[src/hw/rtl/fled_pkg.sv]
// ----------------------------------------------------------------------------
// Flicker LED dimmer package
// Shared widths, event and register codes, and controller/datapath bundles.
// ----------------------------------------------------------------------------
package fled_pkg;

  localparam int OP_W      = 2;
  localparam int LEVEL_W   = 8;
  localparam int COUNT_W   = 16;
  localparam int RNG_W     = 32;
  localparam int CFG_IDX_W = 1;
  localparam int CFG_W     = 32;

  localparam logic [OP_W-1:0] OP_PWM    = 2'd0;
  localparam logic [OP_W-1:0] OP_RAMP   = 2'd1;
  localparam logic [OP_W-1:0] OP_BUTTON = 2'd2;

  localparam logic [CFG_IDX_W-1:0] CFG_SEED  = 1'd0;
  localparam logic [CFG_IDX_W-1:0] CFG_FRAME = 1'd1;

  localparam logic [RNG_W-1:0]   LCG_MUL     = 32'd1103515245;
  localparam logic [RNG_W-1:0]   LCG_ADD     = 32'd12345;
  localparam logic [LEVEL_W-1:0] EDGE_OFFSET = 8'd30;
  localparam logic [15:0]        EDGE_LOW_K  = 16'd50;
  localparam logic [15:0]        EDGE_HIGH_K = 16'd226;
  localparam logic [COUNT_W-1:0] FRAME_RESET = 16'd2930;
  localparam logic [LEVEL_W-1:0] DUTY_RESET  = 8'd1;
  localparam logic [LEVEL_W-1:0] LEVEL_MAX   = 8'd255;

  // Commands from the controller to the datapath.
  typedef struct packed {
    logic accept;    // apply the accepted event
    logic mul;       // generator product step
    logic add;       // generator add step, loads the remainder unit
    logic div;       // one remainder bit step
    logic store;     // write the drawn duty
    logic sel_two;   // which duty the store writes
    logic lower;     // end-of-frame brightness fall
    logic load_out;  // load the result word
  } fled_cmd_t;

  // Status from the datapath to the controller.
  typedef struct packed {
    logic frame_end;
    logic div_last;
  } fled_sts_t;

endpackage

[src/hw/rtl/fled_if.sv]
// ----------------------------------------------------------------------------
// Flicker LED dimmer channels
// Valid/ready channels for event words and result words.
// ----------------------------------------------------------------------------
interface fled_in_if import fled_pkg::*; ();
  logic            valid;
  logic            ready;
  logic [OP_W-1:0] opcode;
  logic            button_level;

  modport source (output valid, output opcode, output button_level, input ready);
  modport sink (input valid, input opcode, input button_level, output ready);
endinterface

interface fled_out_if import fled_pkg::*; ();
  logic               valid;
  logic               ready;
  logic               led_one;
  logic               led_two;
  logic [LEVEL_W-1:0] brightness_now;

  modport source (output valid, output led_one, output led_two, output brightness_now,
                  input ready);
  modport sink (input valid, input led_one, input led_two, input brightness_now,
                output ready);
endinterface

[src/hw/rtl/fled_dp.sv]
// ----------------------------------------------------------------------------
// Flicker LED dimmer datapath
// PWM phase, frame counter, brightness, random generator, serial remainder
// unit and the result word register.
// ----------------------------------------------------------------------------
module fled_dp import fled_pkg::*; (
  input  logic                 clk,
  input  logic                 rst_n,
  input  fled_cmd_t            cmd,
  output fled_sts_t            sts,
  input  logic [OP_W-1:0]      opcode,
  input  logic                 button_level,
  input  logic                 cfg_we,
  input  logic [CFG_IDX_W-1:0] cfg_index,
  input  logic [CFG_W-1:0]     cfg_data,
  output logic                 led_one,
  output logic                 led_two,
  output logic [LEVEL_W-1:0]   brightness_now
);

  logic [LEVEL_W-1:0] pwm_phase_r, duty_one_r, duty_two_r, brightness_r;
  logic [COUNT_W-1:0] frame_count_r, frame_length_r;
  logic               held_r, drive_a_r, drive_b_r;
  logic [RNG_W-1:0]   rng_state_r, prod_r;

  logic [LEVEL_W-1:0] edge_low_r, span_r, rem_r, dividend_r;
  logic               span_ok_r;
  logic [2:0]         bit_cnt_r;

  logic               led_one_r, led_two_r;
  logic [LEVEL_W-1:0] bright_out_r;

  logic [LEVEL_W-1:0] phase_nxt;
  logic [COUNT_W:0]   count_inc;
  logic               frame_end;
  logic [15:0]        low_prod, high_prod;
  logic [LEVEL_W-1:0] edge_low_nxt, edge_high_nxt;
  logic [RNG_W-1:0]   rng_nxt;
  logic [LEVEL_W:0]   trial;
  logic [LEVEL_W-1:0] duty_drawn;

  assign phase_nxt = pwm_phase_r + 8'd1;
  assign count_inc = {1'b0, frame_count_r} + 17'd1;
  // The widened compare also ends a frame when the count has wrapped past 16 bits.
  assign frame_end = (opcode == OP_PWM) && (count_inc >= {1'b0, frame_length_r});

  assign low_prod      = {8'd0, brightness_r} * EDGE_LOW_K;
  assign high_prod     = {8'd0, brightness_r} * EDGE_HIGH_K;
  assign edge_low_nxt  = low_prod[15:8];
  assign edge_high_nxt = high_prod[15:8] + EDGE_OFFSET;

  assign rng_nxt    = prod_r + LCG_ADD;
  assign trial      = {rem_r, dividend_r[LEVEL_W-1]};
  assign duty_drawn = span_ok_r ? (edge_low_r + rem_r) : edge_low_r;

  assign sts.frame_end = frame_end;
  assign sts.div_last  = (bit_cnt_r == 3'd7);

  // Control state and configuration.
  always_ff @(posedge clk) begin
    if (!rst_n) begin
      pwm_phase_r    <= '0;
      duty_one_r     <= DUTY_RESET;
      duty_two_r     <= DUTY_RESET;
      frame_count_r  <= '0;
      frame_length_r <= FRAME_RESET;
      brightness_r   <= '0;
      held_r         <= 1'b0;
      drive_a_r      <= 1'b0;
      drive_b_r      <= 1'b0;
      rng_state_r    <= '0;
    end else begin
      if (cfg_we) begin
        case (cfg_index)
          CFG_SEED:  rng_state_r    <= cfg_data[RNG_W-1:0];
          CFG_FRAME: frame_length_r <= cfg_data[COUNT_W-1:0];
          default: ;
        endcase
      end
      if (cmd.accept) begin
        case (opcode)
          OP_PWM: begin
            pwm_phase_r   <= phase_nxt;
            drive_a_r     <= (duty_one_r > phase_nxt);
            drive_b_r     <= (duty_two_r > phase_nxt);
            frame_count_r <= frame_end ? '0 : count_inc[COUNT_W-1:0];
          end
          OP_RAMP: begin
            if (held_r && brightness_r != LEVEL_MAX) begin
              brightness_r <= brightness_r + 8'd1;
            end
          end
          OP_BUTTON: begin
            held_r <= button_level;
            if (button_level && brightness_r != LEVEL_MAX) begin
              brightness_r <= brightness_r + 8'd1;
            end
          end
          default: ;
        endcase
      end
      if (cmd.add) begin
        rng_state_r <= rng_nxt;
      end
      if (cmd.store) begin
        if (cmd.sel_two) begin
          duty_two_r <= duty_drawn;
        end else begin
          duty_one_r <= duty_drawn;
        end
      end
      if (cmd.lower && !held_r && brightness_r != '0) begin
        brightness_r <= brightness_r - 8'd1;
      end
    end
  end

  // Draw datapath: edges captured at the frame event, generator, remainder unit.
  always_ff @(posedge clk) begin
    if (cmd.accept && frame_end) begin
      edge_low_r <= edge_low_nxt;
      span_r     <= edge_high_nxt - edge_low_nxt;
      span_ok_r  <= (edge_high_nxt > edge_low_nxt) && (edge_high_nxt != edge_low_nxt);
    end
    if (cmd.mul) begin
      prod_r <= rng_state_r * LCG_MUL;
    end
    if (cmd.add) begin
      dividend_r <= rng_nxt[23:16];
      rem_r      <= '0;
      bit_cnt_r  <= '0;
    end
    if (cmd.div) begin
      // Restoring remainder, one dividend bit per cycle, MSB first.
      if (trial >= {1'b0, span_r}) begin
        rem_r <= LEVEL_W'(trial - {1'b0, span_r});
      end else begin
        rem_r <= trial[LEVEL_W-1:0];
      end
      dividend_r <= {dividend_r[LEVEL_W-2:0], 1'b0};
      bit_cnt_r  <= bit_cnt_r + 3'd1;
    end
    if (cmd.load_out) begin
      led_one_r    <= drive_a_r;
      led_two_r    <= drive_b_r;
      bright_out_r <= brightness_r;
    end
  end

  assign led_one        = led_one_r;
  assign led_two        = led_two_r;
  assign brightness_now = bright_out_r;

endmodule

[src/hw/rtl/fled_ctrl.sv]
// ----------------------------------------------------------------------------
// Flicker LED dimmer controller
// Sequences one event word at a time through the datapath and owns the
// result word handshake.
// ----------------------------------------------------------------------------
module fled_ctrl import fled_pkg::*; (
  input  logic      clk,
  input  logic      rst_n,
  input  logic      in_valid,
  output logic      in_ready,
  output logic      out_valid,
  input  logic      out_ready,
  input  fled_sts_t sts,
  output fled_cmd_t cmd
);

  localparam logic [2:0] S_IDLE  = 3'd0;
  localparam logic [2:0] S_MUL   = 3'd1;
  localparam logic [2:0] S_ADD   = 3'd2;
  localparam logic [2:0] S_DIV   = 3'd3;
  localparam logic [2:0] S_STORE = 3'd4;
  localparam logic [2:0] S_LOWER = 3'd5;
  localparam logic [2:0] S_DONE  = 3'd6;

  logic [2:0] state_r, state_nxt;
  logic       second_r, second_nxt;
  logic       out_valid_r, out_valid_nxt;
  logic       in_accept, out_free;

  assign in_ready  = (state_r == S_IDLE);
  assign in_accept = in_valid && in_ready;
  assign out_free  = !out_valid_r || out_ready;
  assign out_valid = out_valid_r;

  always_comb begin
    state_nxt  = state_r;
    second_nxt = second_r;
    cmd        = '0;
    cmd.sel_two = second_r;
    case (state_r)
      S_IDLE: begin
        if (in_accept) begin
          cmd.accept = 1'b1;
          second_nxt = 1'b0;
          state_nxt  = sts.frame_end ? S_MUL : S_DONE;
        end
      end
      S_MUL: begin
        cmd.mul   = 1'b1;
        state_nxt = S_ADD;
      end
      S_ADD: begin
        cmd.add   = 1'b1;
        state_nxt = S_DIV;
      end
      S_DIV: begin
        cmd.div = 1'b1;
        if (sts.div_last) begin
          state_nxt = S_STORE;
        end
      end
      S_STORE: begin
        cmd.store = 1'b1;
        if (second_r) begin
          state_nxt = S_LOWER;
        end else begin
          second_nxt = 1'b1;
          state_nxt  = S_MUL;
        end
      end
      S_LOWER: begin
        cmd.lower = 1'b1;
        state_nxt = S_DONE;
      end
      S_DONE: begin
        if (out_free) begin
          cmd.load_out = 1'b1;
          state_nxt    = S_IDLE;
        end
      end
      default: begin
        state_nxt = S_IDLE;
      end
    endcase
  end

  always_comb begin
    if (cmd.load_out) begin
      out_valid_nxt = 1'b1;
    end else if (out_ready) begin
      out_valid_nxt = 1'b0;
    end else begin
      out_valid_nxt = out_valid_r;
    end
  end

  always_ff @(posedge clk) begin
    if (!rst_n) begin
      state_r     <= S_IDLE;
      second_r    <= 1'b0;
      out_valid_r <= 1'b0;
    end else begin
      state_r     <= state_nxt;
      second_r    <= second_nxt;
      out_valid_r <= out_valid_nxt;
    end
  end

  // A pending word is never overwritten.
  a_no_overwrite: assert property (@(posedge clk) disable iff (!rst_n)
    cmd.load_out |-> (!out_valid_r || out_ready))
    else $error("result word overwritten while pending");

  // A frame-ending tick starts the generator.
  a_frame_start: assert property (@(posedge clk) disable iff (!rst_n)
    (in_accept && sts.frame_end) |=> (state_r == S_MUL))
    else $error("frame event did not start a draw");

  // The add step always hands over to the remainder unit.
  a_add_div: assert property (@(posedge clk) disable iff (!rst_n)
    (state_r == S_ADD) |=> (state_r == S_DIV))
    else $error("remainder unit not started after generator step");

  // The second draw's store leads to the brightness fall.
  a_second_lower: assert property (@(posedge clk) disable iff (!rst_n)
    (state_r == S_STORE && second_r) |=> (state_r == S_LOWER))
    else $error("frame did not end with the brightness step");

endmodule

[src/hw/rtl/flicker_led_pwm_dimmer.sv]
// ----------------------------------------------------------------------------
// Flicker LED PWM dimmer, top level
// Two-channel flame-flicker LED driver with button-controlled brightness.
// ----------------------------------------------------------------------------
// Each event word produces exactly one result word. Ramp ticks, button changes
// and PWM ticks that do not end a frame go from acceptance straight to the
// result word; a PWM tick that ends a frame first draws both new duties one
// after the other, each through a two-step generator update and a remainder
// unit that takes one bit per cycle. One event word is in work at a time; the
// next is taken once the current result is registered, even if that result
// has not yet been taken. No clearing pass after reset.
module flicker_led_pwm_dimmer import fled_pkg::*; (
  input  logic                 clk,
  input  logic                 rst_n,
  fled_in_if.sink              in_word,
  fled_out_if.source           out_word,
  input  logic                 cfg_we,
  input  logic [CFG_IDX_W-1:0] cfg_index,
  input  logic [CFG_W-1:0]     cfg_data
);

  fled_cmd_t cmd;
  fled_sts_t sts;

  fled_ctrl u_ctrl (
    .clk       (clk),
    .rst_n     (rst_n),
    .in_valid  (in_word.valid),
    .in_ready  (in_word.ready),
    .out_valid (out_word.valid),
    .out_ready (out_word.ready),
    .sts       (sts),
    .cmd       (cmd)
  );

  fled_dp u_dp (
    .clk            (clk),
    .rst_n          (rst_n),
    .cmd            (cmd),
    .sts            (sts),
    .opcode         (in_word.opcode),
    .button_level   (in_word.button_level),
    .cfg_we         (cfg_we),
    .cfg_index      (cfg_index),
    .cfg_data       (cfg_data),
    .led_one        (out_word.led_one),
    .led_two        (out_word.led_two),
    .brightness_now (out_word.brightness_now)
  );

endmodule
[src/flat_wrapper.sv]
// flat-port wrapper written by rule: the top's interface ports become plain ports
module flicker_led_pwm_dimmer_flat import fled_pkg::*;
  (clk, rst_n, cfg_we, cfg_index, cfg_data, in_word_valid, in_word_opcode, in_word_button_level, in_word_ready, out_word_valid, out_word_led_one, out_word_led_two, out_word_brightness_now, out_word_ready);
  fled_in_if in_word_i ();
  fled_out_if out_word_i ();
  input  logic clk;
  input  logic rst_n;
  input  logic cfg_we;
  input  logic [CFG_IDX_W-1:0] cfg_index;
  input  logic [CFG_W-1:0] cfg_data;
  input wire logic [$bits(in_word_i.valid)-1:0] in_word_valid;
  input wire logic [$bits(in_word_i.opcode)-1:0] in_word_opcode;
  input wire logic [$bits(in_word_i.button_level)-1:0] in_word_button_level;
  output wire logic [$bits(in_word_i.ready)-1:0] in_word_ready;
  output wire logic [$bits(out_word_i.valid)-1:0] out_word_valid;
  output wire logic [$bits(out_word_i.led_one)-1:0] out_word_led_one;
  output wire logic [$bits(out_word_i.led_two)-1:0] out_word_led_two;
  output wire logic [$bits(out_word_i.brightness_now)-1:0] out_word_brightness_now;
  input wire logic [$bits(out_word_i.ready)-1:0] out_word_ready;
  assign in_word_i.valid = in_word_valid;
  assign in_word_i.opcode = in_word_opcode;
  assign in_word_i.button_level = in_word_button_level;
  assign in_word_ready = in_word_i.ready;
  assign out_word_valid = out_word_i.valid;
  assign out_word_led_one = out_word_i.led_one;
  assign out_word_led_two = out_word_i.led_two;
  assign out_word_brightness_now = out_word_i.brightness_now;
  assign out_word_i.ready = out_word_ready;
  flicker_led_pwm_dimmer u_core (.clk(clk), .rst_n(rst_n), .in_word(in_word_i), .out_word(out_word_i), .cfg_we(cfg_we), .cfg_index(cfg_index), .cfg_data(cfg_data));
endmodule
[config.mk]
export PLATFORM = sky130hd
export DESIGN_NAME = flicker_led_pwm_dimmer_flat
export DESIGN_NICKNAME = d
export VERILOG_FILES = /design/src/hw/rtl/fled_pkg.sv /design/src/hw/rtl/fled_if.sv /design/src/hw/rtl/fled_dp.sv /design/src/hw/rtl/fled_ctrl.sv /design/src/hw/rtl/flicker_led_pwm_dimmer.sv /design/src/flat_wrapper.sv
export SDC_FILE = /design/constraint.sdc
export NUM_CORES = 1
export LEC_CHECK = 0
export ABC_AREA = 1
export BUFFER_PORTS_ARGS = -buffer_cell sky130_fd_sc_hd__buf_4
export CAP_MARGIN = 20
export CORE_MARGIN = 5
export CORE_UTILIZATION = 55
export DETAILED_ROUTE_END_ITERATION = 10
export GPL_TIMING_DRIVEN = 1
export HOLD_SLACK_MARGIN = 0.12
export PLACE_DENSITY = 0.74
export SLEW_MARGIN = 20
export SYNTH_ARGS = -nofsm -noshare
export SYNTH_HDL_FRONTEND = slang
export SYNTH_SLANG_ARGS = --single-unit
[constraint.sdc]
create_clock -name clk -period 14.9 [get_ports clk]
set_clock_uncertainty 0.05 [all_clocks]
set_input_delay 2.98 -clock clk [delete_from_list [all_inputs] [get_ports clk]]
set_output_delay 2.98 -clock clk [all_outputs]
set_load 0.02 [all_outputs]
# After elaboration in Yosys (flattened, before gate mapping)
# Cells that the tools add are included.
# classes
multipliers	3
mux	36
n_reduce_logical	29
bitwise_logic	1
add_sub_neg	10
eq_ne	17
n_lt_le_gt_ge	5
# ops
cell	count
32-bit 2-to-1 mux	3
8-bit 2-to-1 mux	10
32-bit by 14-bit adder with 32-bit output, second input constant	1
32-bit by 31-bit multiplier with 32-bit output, second input constant	1
3-bit 2-to-1 mux	7
3-bit case mux with 7 select lines	1
16-bit by 1-bit adder with 17-bit output, second input constant	1
17-bit by 16-bit greater-or-equal comparator with 1-bit output	1
8-bit by 1-bit adder with 8-bit output, second input constant	2
8-bit greater-than comparator	2
16-bit 2-to-1 mux	1
8-bit case mux with 2 select lines	1
8-bit by 7-bit multiplier with 15-bit output, second input constant	1
2-bit AND reduction	7
8-bit by 5-bit multiplier with 13-bit output, second input constant	1
3-bit equality test, second input constant	4
1-bit 2-to-1 mux	12
2-bit nonzero test	5
9-bit by 8-bit greater-or-equal comparator with 1-bit output	1
6-bit by 8-bit adder with 8-bit output	1
8-bit by 5-bit adder with 8-bit output, second input constant	1
8-bit by 6-bit greater-than comparator with 1-bit output	1
1-bit logical AND	8
8-bit by 6-bit != test with 1-bit output	1
other kinds (22)	27
# totals
in_bits	41
reg_bits	180
word_cells	125

# Longest topological paths before layout
# Gate-level depths: netlist of run 1.
# logic_depth
word_depth	6
depth_mapped	25

# By module
# Synthesis of run 1 repeated with hierarchy kept, for this count alone.
# hier_totals
hier_cells	1923
area_unflattened_um2	15906.5
# by_module_without_submodules
module	seq_area_each_um2	area_per_inst_um2	n_inst	cells_per_inst
fled_dp	3853.7	15551.2	1	1865
fled_ctrl	100.1	355.3	1	58

# Worst setup path after synthesis of run 1
# Ideal clock, no wire load.
# synth_timing
path_type	flip-flop to flip-flop
startpoint	register u_core.u_dp.rng_state_r[7]
endpoint	register u_core.u_dp.prod_r[23], data pin
stages_incl_launch_ff	21
arrival_ns	5.495
required_ns	14.598
path_buffers	0
setup_ns	0.252
slack_ns	9.103
path_cell_list	dfxtp_1 > ha_1 > fa_1 > fa_1 > inv_1 > fa_1 > fa_1 > fa_1 > inv_1 > fa_1 > inv_1 > fa_1 > inv_1 > ha_1 > a21oi_1 > inv_1 > o21ai_0 > o211ai_1 > a21oi_1 > nand3b_1 > nand2_1
# synth_between
elab_chain_len	1
# synth_rtl
item	line	source
from (decl)	fled_dp.sv:24	logic [RNG_W-1:0] rng_state_r, prod_r;
from (signal assigned)	fled_dp.sv:75	CFG_SEED: rng_state_r <= cfg_data[RNG_W-1:0];
from (signal assigned)	fled_dp.sv:103	rng_state_r <= rng_nxt;
32-bit by 31-bit multiplier with 32-bit output	fled_dp.sv:126	prod_r <= rng_state_r * LCG_MUL;
to (signal assigned)	fled_dp.sv:126	
to (decl)	fled_dp.sv:24	
# No other way between the ends.
# A chain may end at the register's enable or synchronous reset.

# Final worst setup path of run 1
# layout_timing
startpoint	register u_core.u_dp.rng_state_r[6]
endpoint	register u_core.u_dp.prod_r[23], data pin
# Same word-level chain as after synthesis.

==> impl_metrics.csv, run 1 <==
group,metric,value,unit
min_path,worst_hold_path_type,"flop to flop",
min_path,min_path_cells,0,
routing,viasPerCell,5.36,
global_routing,track_usage,23.3,%
logic_synthesis,syn_inst,1849,
clock_tree,clockBufferDepth,2,
routing,wire_per_inst,16.0,µm
logic_synthesis,seq_area_frac_synth,25.1,%
status,status,"finished, final reports clean",
finish,syn2layout_area_growth,8.32,%
logic_synthesis,synthAdderAreaFrac,33.6,%
die,io_pins,53,
worst_setup_path,critical_path_class,"flop to flop",
timing,hold_viol_final,0,
routing,drtAntennaViolNets,0,
clock_tree,clock-sinks,164,
global_routing,grt_pass1_wl,59300,µm
clock_tree,cts_setup_buffers,0,
worst_setup_path,cp_data_arrival_time,6.81,ns
timing,rsz0062_at_grt,"false",
clock_tree,cts_hold_buf,0,
timing,min_period,6.66,ns
clock_tree,ctsHtreeMaxLevel,4,
timing,maxSlewViolCount,0,
logic_synthesis,synth_simple_gate_area_share,15.3,%
timing,max_freq,150,MHz
logic_synthesis,synth_ff_type,"dfxtp_1",
placed_design,gp_congestion,0.971,
routing,route.vias.total,12300,
logic_synthesis,synth.avg_cell_area,8.52,µm²
routing,drc_errors,0,
logic_synthesis,ys_ff_latch,164,
global_routing,grt_overflow,0,
die,die_h,179,µm
clock_tree,cts_made_buffers,17,
global_routing,antenna_found_initial,0,
worst_setup_path,worstSetupStartpointType,"flop",
routing,wirelength,36600,µm
finish,final_common_cell,"inv_1",
worst_setup_path,crit_path_end_kind,"flop",
worst_setup_path,critPathRequiredTime,15.05,ns
logic_synthesis,yosys.cell_types.count,54,
global_routing,grt_pass1_vias,11900,
clock_tree,clock_latency,0.44,ns
logic_synthesis,synthXorXnorAreaFrac,5.55,%
timing,setup_viol,0,
routing,dr.pass1.iters,5,
logic_synthesis,syn_area,0.0158,mm²
clock_tree,cts_tree,"done",
worst_setup_path,critical_path_peak_fanout,6,
die,dieArea,0.0321,mm²
placed_design,port_buffers,44,
clock_tree,path_clk_slew,0.08,ns
logic_synthesis,synth_top_family_by_area,"adder cells",
timing,setup_tns,0,ns
routing,drtIter0Drc,938,
finish,final_cell_mix,"358 x inv_1, 293 x nand2_1, 250 x ha_1, 136 x a21oi_1, 108 x fa_1",
die,initial_core_util,55.3,%
die,die_x,179,µm
global_routing,grt_max_degree,56,
logic_synthesis,yosysWarnings,0,
die,fp.coreArea,0.0285,mm²
timing,fin_crit_sh,44.7,%
finish,n_antenna_cell,0,
placed_design,hpwlAfterDp,29700,µm
flow_run,maxCapViolations,0,
clock_tree,root_buffer,"clkbuf_16",
logic_synthesis,ys_async_sr_fraction,0,%
worst_setup_path,r2r.worst_path.cells,20,
logic_synthesis,syn_nets,2248,
timing,tightestPinTransition,0.916,ns
clock_tree,cts_repair_resize_count,0,
logic_synthesis,synthMuxAreaShare,0,%
timing,relSlewSlack,38.9,%
die,rows,62,
logic_synthesis,synth-edff-count,67,
finish,nNetsFinal,2287,
finish,drive_above_1_share,7.84,%
finish,fill_cells,2465,
logic_synthesis,synth-compound-area-share,10.7,%
==> Yosys cell counts, types with 2 or more instances <==
library cell  number  area share, %
a21oi_1          136            4.3
ha_1             250             20
nor4_1             3           0.12
fa_1             108             14
o211ai_1          15           0.71
nor3_4             2           0.21
nand4_1           23           0.91
inv_1            358            8.5
clkbuf_1          18           0.43
xnor2_1           29            1.6
nand2_1          293            7.0
edfxtp_1          67             13
nand2_4            2           0.14
and2_1             2          0.079
nor2_2             5           0.20
nand2_2            6           0.24
a21o_1             3           0.14
nor3_2             3           0.19
buf_2              7           0.22
o21ai_1            7           0.22
dfxtp_1           97             12
xor2_1            64            3.6
nand3_2           13           0.83
nand3_1           57            1.8
buf_6              3           0.21
o21ai_0          106            3.4
inv_2             11           0.26
nand3b_1           9           0.43
nor3_1            14           0.44
o2111ai_1          2           0.11
a21oi_2           10           0.56
a311oi_1           3           0.17
a31oi_1            4           0.16
a211oi_1           3           0.14
or2_2              7           0.28
o21bai_1          10           0.48
nor2_1            82            2.0
==> metal layers <==
metal  vias up  share of wire (%)  GRT usage, %
li1       6094                  -             -
met1      5781                 46          32.6
met2       340                 47          38.6
met3        44                6.0          3.67
met4         0                1.8          4.92
met5         -                  0             0
==> cell type report <==
class,instances,area [µm²],area share [%]
clock buffers,17,425,2.49
clock inverters,15,186,1.09
inverters,369,1390,8.12
multi-input cells,1286,10300,60.1
flip-flops and latches,164,3950,23.2
well taps,384,480,2.82
repair buffers,50,375,2.20
==> registers in the layout, summed over array words and instances (netlist names), 3 cells and up <==
name                        flops
u_core.u_dp.prod_r             24
u_core.u_dp.frame_length_r     16
u_core.u_dp.rng_state_r        24
u_core.u_dp.rem_r               8
u_core.u_dp.dividend_r          8
u_core.u_dp.duty_one_r          8
u_core.u_dp.edge_low_r          6
u_core.u_dp.brightness_now      8
u_core.u_dp.frame_count_r      16
u_core.u_dp.pwm_phase_r         8
u_core.u_dp.span_r              8
u_core.u_dp.duty_two_r          8
u_core.u_dp.bit_cnt_r           3
u_core.u_ctrl.state_r           3
u_core.u_dp.brightness_r        8
==> critical path, cell delays in order, from the launching register on <==
cell,delay (ns)
dfxtp_1,0.61
ha_1,0.36
fa_1,0.46
fa_1,0.55
inv_1,0.06
fa_1,0.58
fa_1,0.45
fa_1,0.51
inv_1,0.06
fa_1,0.54
inv_1,0.06
fa_1,0.54
inv_1,0.04
ha_1,0.35
a21oi_1,0.19
inv_1,0.07
o21ai_0,0.18
o211ai_1,0.12
a21oi_1,0.41
nand3b_1,0.17
nand2_1,0.05
==> metrics by stage <==
stage / worst slack [ns] / utilization [%] / hold WS, ns / cells / area (µm²)
finish: 8.24 / 59.9 / 0.388 / 2285 / 17100
global route: 7.96 / 59.9 / 0.396 / 2285 / 17100
detailed placement: 8.32 / 57.8 / 0.380 / 2253 / 16500
global placement: 8.34 / 57.8 / 0.365 / 2253 / 16500
floorplan: 9.10 / - / 0.359 / 1849 / 15800
CTS: 8.29 / 59.9 / 0.395 / 2285 / 17100
==> final timing paths <==
| kind | startpoint | end | slack (ns) |
|---|---|---|---|
| hold reg to reg | u_core.u_dp.drive_b_r$_SDFFE_PN0P_ | u_core.u_dp.led_two$_DFFE_PP_ | 0.39 |
| setup / recovery | u_core.u_dp.rng_state_r[6]$_SDFFE_PN0P_ | u_core.u_dp.prod_r[23]$_DFFE_PP_ | 8.24 |
| setup reg to reg | u_core.u_dp.rng_state_r[6]$_SDFFE_PN0P_ | u_core.u_dp.prod_r[23]$_DFFE_PP_ | 8.24 |
| hold / removal | u_core.u_dp.drive_b_r$_SDFFE_PN0P_ | u_core.u_dp.led_two$_DFFE_PP_ | 0.39 |
==> cells by family after synthesis <==
| family | count (synthesis) |
|---|---|
| xor+xnor | 96 |
| compound gates | 304 |
| flops | 164 |
| simple gates | 528 |
| fa+ha+maj | 358 |
| buf+inv | 399 |
Power of run 1 is not shown: default switching activity piles up to over one toggle a cycle in this logic, so the estimate is an artifact.
==> inputs of run 2 (changes only) <==
- clock period: 14.9 -> 6.7 ns (I/O delays scaled with it)
==> impl_metrics.csv, run 2 (synthesis gave the netlist of run 1 again) <==
group,metric,value,unit
finish,syn2layout_area_growth,8.66,%
die,fp.coreArea,0.0285,mm²
status,status,"finished, final reports clean",
die,io_pins,53,
routing,drtAntennaViolNets,0,
global_routing,antenna_found_initial,0,
clock_tree,cts_tree,"done",
clock_tree,path_clk_slew,0.07,ns
routing,wire_per_inst,16.5,µm
routing,wirelength,37900,µm
placed_design,hpwlAfterDp,30800,µm
timing,tightestPinTransition,0.964,ns
timing,max_freq,157,MHz
finish,drive_above_1_share,8.28,%
clock_tree,cts_setup_buffers,0,
timing,setup_viol,0,
clock_tree,cts_repair_resize_count,0,
clock_tree,clock_latency,0.44,ns
global_routing,grt_max_degree,56,
timing,fin_crit_sh,95.3,%
timing,maxSlewViolCount,0,
clock_tree,clockBufferDepth,2,
global_routing,grt_pass1_vias,12100,
routing,viasPerCell,5.43,
placed_design,place_area,0.0165,mm²
finish,nNetsFinal,2295,
worst_setup_path,cp_data_arrival_time,6.53,ns
die,initial_core_util,55.3,%
worst_setup_path,critical_path_peak_fanout,6,
finish,final_cell_mix,"358 x inv_1, 293 x nand2_1, 250 x ha_1, 135 x a21oi_1, 108 x fa_1",
routing,drc_errors,0,
routing,drtIter0Drc,921,
global_routing,track_usage,24.3,%
routing,dr.pass1.iters,5,
worst_setup_path,worstSetupStartpointType,"flop",
die,die_x,179,µm
global_routing,grt_overflow,0,
flow_run,maxCapViolations,0,
die,die_h,179,µm
clock_tree,cts_made_buffers,17,
timing,hold_viol_final,0,
placed_design,port_buffers,44,
worst_setup_path,critPathRequiredTime,6.85,ns
worst_setup_path,critical_path_class,"flop to flop",
timing,setup_tns,0,ns
finish,n_antenna_cell,0,
clock_tree,ctsHtreeMaxLevel,4,
die,rows,62,
timing,min_period,6.38,ns
timing,relSlewSlack,35.6,%
clock_tree,cts_hold_buf,0,
die,dieArea,0.0321,mm²
finish,top_regs,"u_core.u_dp.prod_r x24, u_core.u_dp.rng_state_r x24",
clock_tree,root_buffer,"clkbuf_16",
finish,stdcell_area,0.0171,mm²
min_path,worst_hold_path_type,"flop to flop",
clock_tree,clock-sinks,164,
routing,route.vias.total,12400,
timing,rsz0062_at_grt,"false",
finish,final_common_cell,"inv_1",
placed_design,gp_congestion,0.943,
global_routing,grt_pass1_wl,61100,µm
worst_setup_path,crit_path_end_kind,"flop",
[run 2: cell types whose count changed in the layout (fill, tap and decap cells not counted), moves of 2 or more]
cell,delta
clkinv_8,-4
inv_6,-2
buf_4,+8
inv_8,+3
[run 2: area by class of cell]
type | instances | area, µm²
clock buffers | 18 | 439
clock inverters | 14 | 164
repair buffers | 58 | 435
fillers | 2435 | 11400
inverters | 369 | 1390
flip-flops and latches | 164 | 3950
well taps | 384 | 480
multi-input cells | 1286 | 10300
[run 2: worst max-delay path, cell delays in order, from the launching register on]
cell and delay [ns]:
dfxtp_1 0.57, ha_1 0.33, inv_1 0.08, fa_1 0.42
fa_1 0.49, fa_1 0.52, fa_1 0.52, inv_1 0.05
fa_1 0.50, inv_1 0.07, fa_1 0.54, fa_1 0.57
inv_1 0.05, ha_1 0.32, inv_1 0.12, o21bai_1 0.11
a21oi_1 0.16, nor2_1 0.05, nor2_1 0.09, o211ai_1 0.10
a21oi_2 0.23, nand3b_1 0.15, nand2_1 0.05
[run 2: worst paths after layout]
check	startpoint	end	slack [ns]	depth (start not counted)
max	u_core.u_dp.rng_state_r[8]$_SDFFE_PN0P_	u_core.u_dp.prod_r[23]$_DFFE_PP_	0.32	22
min	u_core.u_dp.drive_b_r$_SDFFE_PN0P_	u_core.u_dp.led_two$_DFFE_PP_	0.39	0
max reg2reg	u_core.u_dp.rng_state_r[8]$_SDFFE_PN0P_	u_core.u_dp.prod_r[23]$_DFFE_PP_	0.32	22
min reg2reg	u_core.u_dp.drive_b_r$_SDFFE_PN0P_	u_core.u_dp.led_two$_DFFE_PP_	0.39	0
[run 2: per-stage QoR]
stage / hold WS, ns / worst slack [ns] / instances / util (%)
2_1_floorplan: 0.359 / 0.903 / 1849 / -
3_3_place_gp: 0.365 / 0.356 / 2261 / 58.0
3_5_place_dp: 0.370 / 0.284 / 2261 / 58.0
4_1_cts: 0.388 / 0.237 / 2293 / 60.1
5_1_grt: 0.393 / 0.0787 / 2293 / 60.1
6_report: 0.389 / 0.318 / 2293 / 60.1
[run 2: layer usage]
metal | GRT usage [%] | vias to the layer above | share of wire, %
li1 | - | 6122 | -
met1 | 33.0 | 5905 | 45
met2 | 39.1 | 350 | 46
met3 | 4.66 | 71 | 6.1
met4 | 8.28 | 0 | 3.2
met5 | 0 | - | 0
Power of run 2 is left out for the same reason.
==> inputs of run 3 (changes only) <==
- GPL_TIMING_DRIVEN: 1 -> 0
==> impl_metrics.csv, run 3 (synthesis gave the netlist of run 1 again) <==
group,metric,value,unit
clock_tree,clock_latency,0.43,ns
global_routing,track_usage,24.7,%
clock_tree,cts_hold_buf,0,
routing,drtIter0Drc,1017,
finish,instances_no_fill,2309,
routing,wirelength,38400,µm
finish,n_antenna_cell,0,
finish,fill_cells,2457,
die,die_x,179,µm
routing,dr.pass1.iters,6,
worst_setup_path,critical_path_class,"flop to flop",
worst_setup_path,cp_data_arrival_time,6.52,ns
timing,fin_crit_sh,96.1,%
global_routing,grt_pass1_wl,62000,µm
timing,fin_ws,0.264,ns
finish,nNetsFinal,2311,
worst_setup_path,worstSetupStartpointType,"flop",
placed_design,hpwlAfterDp,31900,µm
timing,setup_viol,0,
placed_design,dp_slack,0.00122,ns
global_routing,grt_overflow,0,
flow_run,maxCapViolations,0,
die,io_pins,53,
die,rows,62,
finish,syn2layout_area_growth,9.19,%
routing,viasPerCell,5.37,
global_routing,grt_pass1_vias,12100,
routing,drc_errors,0,
clock_tree,clock-sinks,164,
min_path,worst_hold_path_type,"flop to flop",
timing,max_freq,155,MHz
timing,min_period,6.44,ns
clock_tree,cts_made_buffers,17,
timing,setup_tns,0,ns
die,die_h,179,µm
clock_tree,root_buffer,"clkbuf_16",
status,status,"finished, final reports clean",
finish,final_cell_mix,"358 x inv_1, 293 x nand2_1, 248 x ha_1, 133 x a21oi_1",
clock_tree,clockBufferDepth,2,
timing,hold_viol_final,0,
finish,seqCellArea,0.00398,mm²
placed_design,dp.cells,2277,
clock_tree,cts_tree,"done",
timing,tightestPinTransition,0.918,ns
die,initial_core_util,55.3,%
timing,rsz0062_at_grt,"false",
clock_tree,cts_setup_buffers,0,
timing,fin_hold_ws,0.381,ns
finish,multi_input_area,0.0103,mm²
placed_design,gp_congestion,0.966,
routing,wire_per_inst,16.6,µm
finish,top_regs,"u_core.u_dp.prod_r x24, u_core.u_dp.rng_state_r x24",
global_routing,grt_max_degree,20,
finish,final_common_cell,"inv_1",
routing,route.vias.total,12400,
placed_design,port_buffers,43,
global_routing,antenna_found_initial,1,
clock_tree,ctsHtreeMaxLevel,4,
worst_setup_path,crit_path_end_kind,"flop",
timing,maxSlewViolCount,0,
worst_setup_path,critPathRequiredTime,6.78,ns
worst_setup_path,critical_path_peak_fanout,5,
clock_tree,path_clk_slew,0.07,ns
routing,drtAntennaViolNets,0,
timing,relSlewSlack,38.7,%
die,fp.coreArea,0.0285,mm²
die,dieArea,0.0321,mm²
finish,drive_above_1_share,8.83,%
==> run 3: repair_timing <==
item	in CTS	in global routing
resized for setup	3	18
endpoints found under the hold margin	0	0
endpoints found under the setup margin	1	1
==> run 3: per-stage QoR <==
| step | utilization, % | instance area (µm²) |
|---|---|---|
| after floorplan | - | 15800 |
| after global placement | 58.2 | 16600 |
| after detailed placement | 58.2 | 16600 |
| after CTS | 60.2 | 17100 |
| after global routing | 60.4 | 17200 |
| final | 60.4 | 17200 |
==> run 3: critical path: stages (launching register included) <==
cell,delay [ns]
dfxtp_1,0.42
ha_4,0.34
inv_1,0.06
fa_1,0.47
fa_1,0.48
fa_1,0.52
fa_1,0.53
inv_1,0.05
fa_1,0.47
inv_1,0.06
fa_1,0.55
fa_1,0.58
inv_1,0.06
ha_1,0.34
inv_1,0.13
o21bai_1,0.10
a21oi_1,0.14
nor2_1,0.05
nor2_1,0.09
o211ai_1,0.11
a21oi_2,0.27
nand3b_1,0.15
nand2_1,0.15
==> run 3: layer usage <==
layer / global-route usage [%] / up-vias / wire length, µm
met1: 34.2 / 5823 / 17100
met5: 0 / - / 0
li1: - / 6142 / -
met3: 5.99 / 44 / 3050
met2: 39.4 / 395 / 17600
met4: 5.24 / 0 / 689
==> run 3: path summary, 6_finish.rpt <==
check / from / endpoint / slack [ns] / cells after the start
setup / recovery: u_core.u_dp.rng_state_r[9]$_SDFFE_PN0P_ / u_core.u_dp.prod_r[23]$_DFFE_PP_ / 0.26 / 22
hold / removal: u_core.u_dp.drive_b_r$_SDFFE_PN0P_ / u_core.u_dp.led_two$_DFFE_PP_ / 0.38 / 0
setup reg to reg: u_core.u_dp.rng_state_r[9]$_SDFFE_PN0P_ / u_core.u_dp.prod_r[23]$_DFFE_PP_ / 0.26 / 22
hold reg to reg: u_core.u_dp.drive_b_r$_SDFFE_PN0P_ / u_core.u_dp.led_two$_DFFE_PP_ / 0.38 / 0
==> run 3: layout make-up <==
cell class / count / area share (%)
multi-input combinational: 1286 / 59.9
sequential: 164 / 23.1
inverter: 369 / 8.05
clock buffer: 24 / 2.86
tap: 384 / 2.79
timing repair buffer: 44 / 1.94
buffer: 30 / 0.931
clock inverter: 8 / 0.429
Power of run 3 is left out for the same reason.
